--- src/hdl/eip_pkg.sv ---
// Shared types and constants for the Ethernet/IPv4/TCP-UDP header parser.
package eip_pkg;

    localparam logic [15:0] ETHERTYPE_IPV4 = 16'h0800;
    localparam logic [7:0]  ETH_HDR_LEN    = 8'd14;
    localparam logic [7:0]  IP_MIN_HDR     = 8'd20;
    localparam logic [7:0]  TCP_HDR_LEN    = 8'd20;
    localparam logic [7:0]  UDP_HDR_LEN    = 8'd8;
    localparam logic [7:0]  PROTO_TCP      = 8'd6;
    localparam logic [7:0]  PROTO_UDP      = 8'd17;
    localparam logic [3:0]  IP_VERSION_4   = 4'd4;
    localparam logic [6:0]  INDEX_MAX      = 7'd127;

    localparam logic [6:0]  OFS_ETHERTYPE_HI = 7'd12;
    localparam logic [6:0]  OFS_ETHERTYPE_LO = 7'd13;
    localparam logic [6:0]  OFS_VERSION_IHL  = 7'd14;
    localparam logic [6:0]  OFS_TOTLEN_HI    = 7'd16;
    localparam logic [6:0]  OFS_TOTLEN_LO    = 7'd17;
    localparam logic [6:0]  OFS_PROTOCOL     = 7'd23;
    localparam logic [6:0]  OFS_SRC_FIRST    = 7'd26;
    localparam logic [6:0]  OFS_SRC_LAST     = 7'd29;
    localparam logic [6:0]  OFS_DST_FIRST    = 7'd30;
    localparam logic [6:0]  OFS_DST_LAST     = 7'd33;
    localparam logic [6:0]  OFS_TRANSPORT    = 7'd34;
    localparam logic [7:0]  OFS_TCP_FLAGS    = 8'd13;

    typedef struct packed {
        logic [7:0] frame_byte;
        logic       last_byte;
    } in_t;

    typedef struct packed {
        logic        header_ok;
        logic [31:0] source_address;
        logic [31:0] dest_address;
        logic [7:0]  ip_protocol;
        logic [15:0] ip_total_length;
        logic [15:0] source_port;
        logic [15:0] dest_port;
        logic [7:0]  tcp_flag_bits;
    } out_t;

    typedef struct packed {
        logic [15:0] ether_type;
        logic [7:0]  version_ihl;
        logic [7:0]  protocol;
        logic [15:0] total_length;
        logic [31:0] src_addr;
        logic [31:0] dst_addr;
        logic [15:0] transport_src;
        logic [15:0] transport_dst;
        logic [7:0]  flags;
    } hdr_t;

endpackage

--- src/hdl/eip_check.sv ---
// Length, EtherType, version and header-length checks that build one parse result.
module eip_check (
    input  eip_pkg::hdr_t hdr,
    input  logic [6:0]    frame_len,
    output eip_pkg::out_t result
);

    logic [7:0] len_ext;
    logic [7:0] hdr_len;
    logic [7:0] ip_len;
    logic [7:0] l4_len;
    logic       is_tcp;
    logic       is_udp;
    logic       ok;

    always_comb
    begin
        len_ext = {1'b0, frame_len};
        hdr_len = {2'b00, hdr.version_ihl[3:0], 2'b00};
        ip_len  = len_ext - eip_pkg::ETH_HDR_LEN;
        l4_len  = ip_len - hdr_len;
        is_tcp  = (hdr.protocol == eip_pkg::PROTO_TCP);
        is_udp  = (hdr.protocol == eip_pkg::PROTO_UDP);

        ok = (len_ext >= eip_pkg::ETH_HDR_LEN)
            && (hdr.ether_type == eip_pkg::ETHERTYPE_IPV4)
            && (ip_len >= eip_pkg::IP_MIN_HDR)
            && (hdr.version_ihl[7:4] == eip_pkg::IP_VERSION_4)
            && (hdr_len >= eip_pkg::IP_MIN_HDR)
            && (ip_len >= hdr_len)
            && !(is_tcp && (l4_len < eip_pkg::TCP_HDR_LEN))
            && !(is_udp && (l4_len < eip_pkg::UDP_HDR_LEN));

        result = '0;
        if (ok)
        begin
            result.header_ok       = 1'b1;
            result.source_address  = hdr.src_addr;
            result.dest_address    = hdr.dst_addr;
            result.ip_protocol     = hdr.protocol;
            result.ip_total_length = hdr.total_length;
            if (is_tcp || is_udp)
            begin
                result.source_port = hdr.transport_src;
                result.dest_port   = hdr.transport_dst;
            end
            if (is_tcp)
            begin
                result.tcp_flag_bits = hdr.flags;
            end
        end
    end

endmodule

--- src/hdl/eth_ipv4_l4_header_parser.sv ---
// Top level of the Ethernet/IPv4/TCP-UDP header parser.
//
// The frame channel carries one captured frame byte per request, in wire
// order, with last_byte set on the final byte. The result channel carries
// one request per frame, issued for the byte flagged as last.
// Each byte is counted and captured by its offset in the cycle it is
// accepted; a byte may be accepted in every cycle without frame_stall.
// The result of a frame appears on the result channel in the cycle after
// its last byte is accepted, held in an output register.
// The byte counter saturates at 127; later bytes capture nothing.
// Reset clears the byte counter, the captured fields and the result valid.
// After each last byte the capture state returns to its reset value.
// While a result waits under result_stall, frame_stall is raised and no
// byte is taken; with no stall the block sustains one byte per cycle.
module eth_ipv4_l4_header_parser (
    input  logic          clk,
    input  logic          rst_n,
    input  logic          frame_valid,
    output logic          frame_stall,
    input  eip_pkg::in_t  frame,
    output logic          result_valid,
    input  logic          result_stall,
    output eip_pkg::out_t result
);

    logic [6:0]    byte_index_reg;
    logic [6:0]    byte_index_next;
    eip_pkg::hdr_t hdr_reg;
    eip_pkg::hdr_t hdr_next;
    logic          result_valid_reg;
    eip_pkg::out_t result_reg;
    eip_pkg::out_t check_result;
    logic [7:0]    pos;
    logic [7:0]    l4_ofs;
    logic          accept;

    assign frame_stall  = result_valid_reg && result_stall;
    assign accept       = frame_valid && !frame_stall;
    assign result_valid = result_valid_reg;
    assign result       = result_reg;

    always_comb
    begin
        hdr_next        = hdr_reg;
        byte_index_next = byte_index_reg;
        pos    = {1'b0, byte_index_reg};
        l4_ofs = eip_pkg::ETH_HDR_LEN + {2'b00, hdr_reg.version_ihl[3:0], 2'b00};
        if (byte_index_reg != eip_pkg::INDEX_MAX)
        begin
            if (byte_index_reg == eip_pkg::OFS_ETHERTYPE_HI
                || byte_index_reg == eip_pkg::OFS_ETHERTYPE_LO)
            begin
                hdr_next.ether_type = {hdr_reg.ether_type[7:0], frame.frame_byte};
            end
            else if (byte_index_reg == eip_pkg::OFS_VERSION_IHL)
            begin
                hdr_next.version_ihl = frame.frame_byte;
            end
            else if (byte_index_reg == eip_pkg::OFS_TOTLEN_HI
                || byte_index_reg == eip_pkg::OFS_TOTLEN_LO)
            begin
                hdr_next.total_length = {hdr_reg.total_length[7:0], frame.frame_byte};
            end
            else if (byte_index_reg == eip_pkg::OFS_PROTOCOL)
            begin
                hdr_next.protocol = frame.frame_byte;
            end
            else if (byte_index_reg >= eip_pkg::OFS_SRC_FIRST
                && byte_index_reg <= eip_pkg::OFS_SRC_LAST)
            begin
                hdr_next.src_addr = {hdr_reg.src_addr[23:0], frame.frame_byte};
            end
            else if (byte_index_reg >= eip_pkg::OFS_DST_FIRST
                && byte_index_reg <= eip_pkg::OFS_DST_LAST)
            begin
                hdr_next.dst_addr = {hdr_reg.dst_addr[23:0], frame.frame_byte};
            end

            if (byte_index_reg >= eip_pkg::OFS_TRANSPORT)
            begin
                if (pos == l4_ofs || pos == l4_ofs + 8'd1)
                begin
                    hdr_next.transport_src = {hdr_reg.transport_src[7:0], frame.frame_byte};
                end
                else if (pos == l4_ofs + 8'd2 || pos == l4_ofs + 8'd3)
                begin
                    hdr_next.transport_dst = {hdr_reg.transport_dst[7:0], frame.frame_byte};
                end
                else if (pos == l4_ofs + eip_pkg::OFS_TCP_FLAGS)
                begin
                    hdr_next.flags = frame.frame_byte;
                end
            end
            byte_index_next = byte_index_reg + 7'd1;
        end
    end

    eip_check u_check (
        .hdr       (hdr_next),
        .frame_len (byte_index_next),
        .result    (check_result)
    );

    always_ff @(posedge clk or negedge rst_n)
    begin
        if (!rst_n)
        begin
            byte_index_reg   <= '0;
            hdr_reg          <= '0;
            result_valid_reg <= 1'b0;
            result_reg       <= '0;
        end
        else
        begin
            if (accept)
            begin
                if (frame.last_byte)
                begin
                    byte_index_reg <= '0;
                    hdr_reg        <= '0;
                end
                else
                begin
                    byte_index_reg <= byte_index_next;
                    hdr_reg        <= hdr_next;
                end
            end

            if (accept && frame.last_byte)
            begin
                result_valid_reg <= 1'b1;
                result_reg       <= check_result;
            end
            else if (!result_stall)
            begin
                result_valid_reg <= 1'b0;
            end
        end
    end

endmodule

--- config.mk ---
export PLATFORM = sky130hd
export DESIGN_NAME = eth_ipv4_l4_header_parser
export DESIGN_NICKNAME = d
export VERILOG_FILES = /design/src/hdl/eip_pkg.sv /design/src/hdl/eip_check.sv /design/src/hdl/eth_ipv4_l4_header_parser.sv
export SDC_FILE = /design/constraint.sdc
export NUM_CORES = 1
export LEC_CHECK = 0
export BUFFER_PORTS_ARGS = -buffer_cell sky130_fd_sc_hd__buf_2
export CAP_MARGIN = 20
export CORE_MARGIN = 3
export CORE_UTILIZATION = 40
export DETAILED_ROUTE_END_ITERATION = 12
export GPL_TIMING_DRIVEN = 0
export PLACE_DENSITY = 0.69
export SYNTH_ARGS = -nofsm -noshare
export SYNTH_HDL_FRONTEND = slang
export SYNTH_SLANG_ARGS = --single-unit
--- constraint.sdc ---
create_clock -name clk -period 6.2 [get_ports clk]
set_input_delay 0.62 -clock clk [delete_from_list [all_inputs] [get_ports clk]]
set_output_delay 0.62 -clock clk [all_outputs]
set_load 0.03 [all_outputs]
==> summary.txt <==
Global routing
  – Vias in the first global route: 11200
  – Met3 Usage GRT: 3.76%
  – Most Crowded Layer GR: met2
  – Initial antenna violation count: 2
  – Global-route wire length before repair: 65.7 mm
  – Largest net degree at the start of global routing: 123
  – Total track usage: 22.3%
  – Grt met2 use: 34.7%
  – Met1 GRT Util: 32.4%
  – Congestion Overflow GR: 0

Floorplanning
  – Rows: 67
  – Core area: 34000 µm²
  – Effective utilization at floorplan: 41.2%
  – Die height: 193 µm
  – Die area: 37300 µm²
  – IO Count: 144
  – Die extent in x: 193 µm

Detailed routing
  – Antenna Nets Post-Route: 0
  – DR vias/cell: 5.91
  – DR WL/cell: 21.2 µm
  – Vias post-DR: 11700
  – Remaining DRCs: 0
  – Starting DRT DRC Count: 1225
  – Detailed Routing Iterations Pass 1: 6
  – Final wirelength: 42.1 mm

STA
  – Setup tns final: 0 ns
  – Fin. max-slew vios: 0
  – Period minus WS final: 5.40 ns
  – Worst Setup Slack, final: 0.805 ns
  – F_max: 185 MHz
  – Worst hold slack: 0.00268 ns
  – Worst-Margin Slew: 1.04 ns
  – Final setup violation count: 0
  – Headroom to the max-slew limit: 30.5%
  – Hold Fails Final Rpt: 0
  – Unrepaired setup endpoints after global routing: no
  – Final worst-path cycle share: 87.0%
  – Clock Skew: 0.00941 ns

Yosys
  – Post-Syn Area: 14000 µm²
  – Synth Warn #: 0
  – Post-Syn Instances: 1335
  – Post-synth top flop: dfrtp_1
  – Netlist cell types: 69
  – Count of state elements after synthesis: 289
  – Synth Net Count: 1363
  – Register area share after synthesis: 51.6%
  – Number of synthesized flops with an enable pin: 0
  – Post-synth ARST share: 100%
  – Avg Cell Area, Syn: 10.5 µm²

Setup path
  – Crit Path Max Fanout: 10
  – Slowest CP cell: dfrtp_1
  – CP required: 6.64 ns
  – CP endpoint kind: flop
  – Crit-path leading delay family: compound AO/OA/AOI/OAI gates
  – Most frequent CP cell: nor2_1
  – Worst Setup Path Type: reg2reg
  – Worst stage delay on the critical path: 0.53 ns
  – CP bufs+invs: 4
  – WP data arrival: 5.83 ns
  – Worst-path cell chain: ha_1 -> buf_2 -> nand3_1 -> nor2_1 -> nor2_1 -> nor2_1 -> ha_1 -> clkbuf_1 -> a21boi_0 -> a21oi_1 -> xor2_1 -> ha_1 -> o21a_1 -> o31a_1 -> nor2_1 -> o41a_1 -> a221o_1 -> a31oi_4 -> buf_4 -> buf_4 -> o31ai_1
  – Startpoint type of the worst setup path: flop

Clock tree
  – Cts repair resizes: 0
  – Clock slew at reported path FFs: 0.07 ns
  – Hold_buf cts: 0
  – Clock latency reported for the late side of the worst-skew pair: 0.58 ns
  – Post-CTS Setup Inserts: 0
  – CTS tree: built
  – Clk root buf: clkbuf_16
  – Sink Count: 289
  – CTS Buf Count: 31
  – H-tree depth: 1
  – Clock Path Buffers: 3

Placement
  – Placer Congestion: 0.958
  – Port bufs: 139
  – DP HPWL: 29.8 mm
  – Post-place setup slack: 0.934 ns

Worst hold path
  – Tightest Hold Check Type: in2async

Cells and area
  – Final Util: 48.3%
  – Largest register FFs: 152
  – Share of cells above drive strength 1: 17.7%
  – Layout area overhead: 17.4%
  – FILL cells: 3225
  – Final nets: 1538
  – Ant. Diodes: 0

Power
  – Total Power: 4100 µW
  – Lkg Pwr: 0.00764 µW
  – Max VDD drop: 0.214 mV
  – Pwr Density: 249 nW/µm²

Status
  – Status: finished, final reports clean

Run
  – Max cap viols: 0
[cells in the mapped netlist, types with 3 or more instances]
library cell	number	share of area (%)
a2111oi_0	10	0.63
a211oi_1	5	0.27
a21o_1	4	0.21
a21oi_1	32	1.1
a22o_1	131	8.2
a31oi_1	5	0.22
and2_1	14	0.63
and3_1	5	0.22
buf_2	29	1.0
buf_4	7	0.38
clkbuf_1	69	1.8
dfrtp_1	289	52
ha_1	14	1.3
inv_1	21	0.56
mux2_2	32	2.6
mux2i_1	75	5.4
nand2_1	207	5.5
nand2b_1	8	0.36
nand3_1	11	0.39
nand3b_1	3	0.16
nand4_1	6	0.27
nor2_1	55	1.5
nor2b_1	6	0.27
nor3_1	10	0.36
nor4_1	8	0.36
o2111ai_1	3	0.19
o211ai_1	6	0.32
o21a_1	4	0.21
o21ai_0	49	1.8
o21ai_1	13	0.46
o2bb2ai_1	7	0.44
o311ai_0	8	0.50
o31ai_1	126	6.8
or2_2	5	0.22
or4_1	3	0.16
xnor2_1	7	0.44
xor2_1	8	0.50
[power by group]
group	leakage, µW	total [µW]	switching (µW)	internal, µW
logic	0.00306	216	173	42.8
clock network	0.000545	1990	788	1200
registers	0.00404	1890	4.91	1890
[final cells by class]
class / count / area [µm²] / share of cell area [%]
plain buffers: 107 / 464 / 2.82
clock buffers: 43 / 881 / 5.36
clock inverters: 15 / 225 / 1.37
inverters: 21 / 78.8 / 0.479
multi-input cells: 918 / 6240 / 37.9
flip-flops and latches: 289 / 7230 / 44.0
well taps: 448 / 561 / 3.41
repair buffers: 142 / 771 / 4.69
[worst paths after layout]
path | startpoint | end | slack [ns] | cells after the start
min | rst_n | result[118]$_DFFE_PN0P_ | 0.003 | 1
max in group asynchronous | rst_n | hdr_reg[123]$_DFFE_PN0P_ | 5.19 | 2
max reg2reg | byte_index_reg[0]$_DFFE_PN0P_ | result[125]$_DFFE_PN0P_ | 0.80 | 21
min in group clk | frame_valid | byte_index_reg[6]$_DFFE_PN0P_ | 0.43 | 3
max | byte_index_reg[0]$_DFFE_PN0P_ | result[125]$_DFFE_PN0P_ | 0.80 | 21
min reg2reg | result[89]$_DFFE_PN0P_ | result[89]$_DFFE_PN0P_ | 0.47 | 2
[worst register-to-register path, cell delays in order (launching register included)]
cell	delay, ns
dfrtp_1	0.53
ha_1	0.23
buf_2	0.23
nand3_1	0.15
nor2_1	0.32
nor2_1	0.09
nor2_1	0.16
ha_1	0.16
clkbuf_1	0.30
a21boi_0	0.32
a21oi_1	0.12
xor2_1	0.18
ha_1	0.36
o21a_1	0.14
o31a_1	0.15
nor2_1	0.08
o41a_1	0.31
a221o_1	0.39
a31oi_4	0.41
buf_4	0.29
buf_4	0.22
o31ai_1	0.11
[metal layers]
metal | wire, µm | vias up
met2 | 18700 | 475
met3 | 3370 | 91
met4 | 1270 | 4
met1 | 18700 | 5854
li1 | - | 5298
met5 | 24 | -
[cells by family after synthesis]
group	count (synthesis)	share of synthesized area, %
AOI/OAI and AO/OA	424	22.7
adders and majority gates	15	1.39
DFF	289	51.6
and+or+nand+nor	356	11.3
xor gates and xnor gates	16	1.10
muxes	107	7.93
buffers and inverters	128	3.88
[cell usage in the layout, fill, tap and decap left out, types with 8 or more instances in the layout]
cell type / n
nand2_1: 207
dfrtp_1: 289
inv_1: 21
a21oi_1: 32
o21ai_1: 13
xor2_1: 8
clkbuf_1: 75
nand2b_1: 8
buf_2: 167
mux2i_1: 75
clkbuf_16: 31
a2111oi_0: 10
o21ai_0: 49
o311ai_0: 8
mux2_2: 32
o31ai_1: 126
nor4_1: 8
nor3_1: 10
nor2_1: 55
nand3_1: 11
ha_1: 14
a22o_1: 131
and2_1: 14
[per-stage QoR]
stage	std cells	instance area (µm²)
detailed placement	1925	15300
global route	1983	16400
floorplan	1335	14000
CTS	1983	16400
global placement	1922	15300
finish	1983	16400
Power figures use the tool's default switching activity.
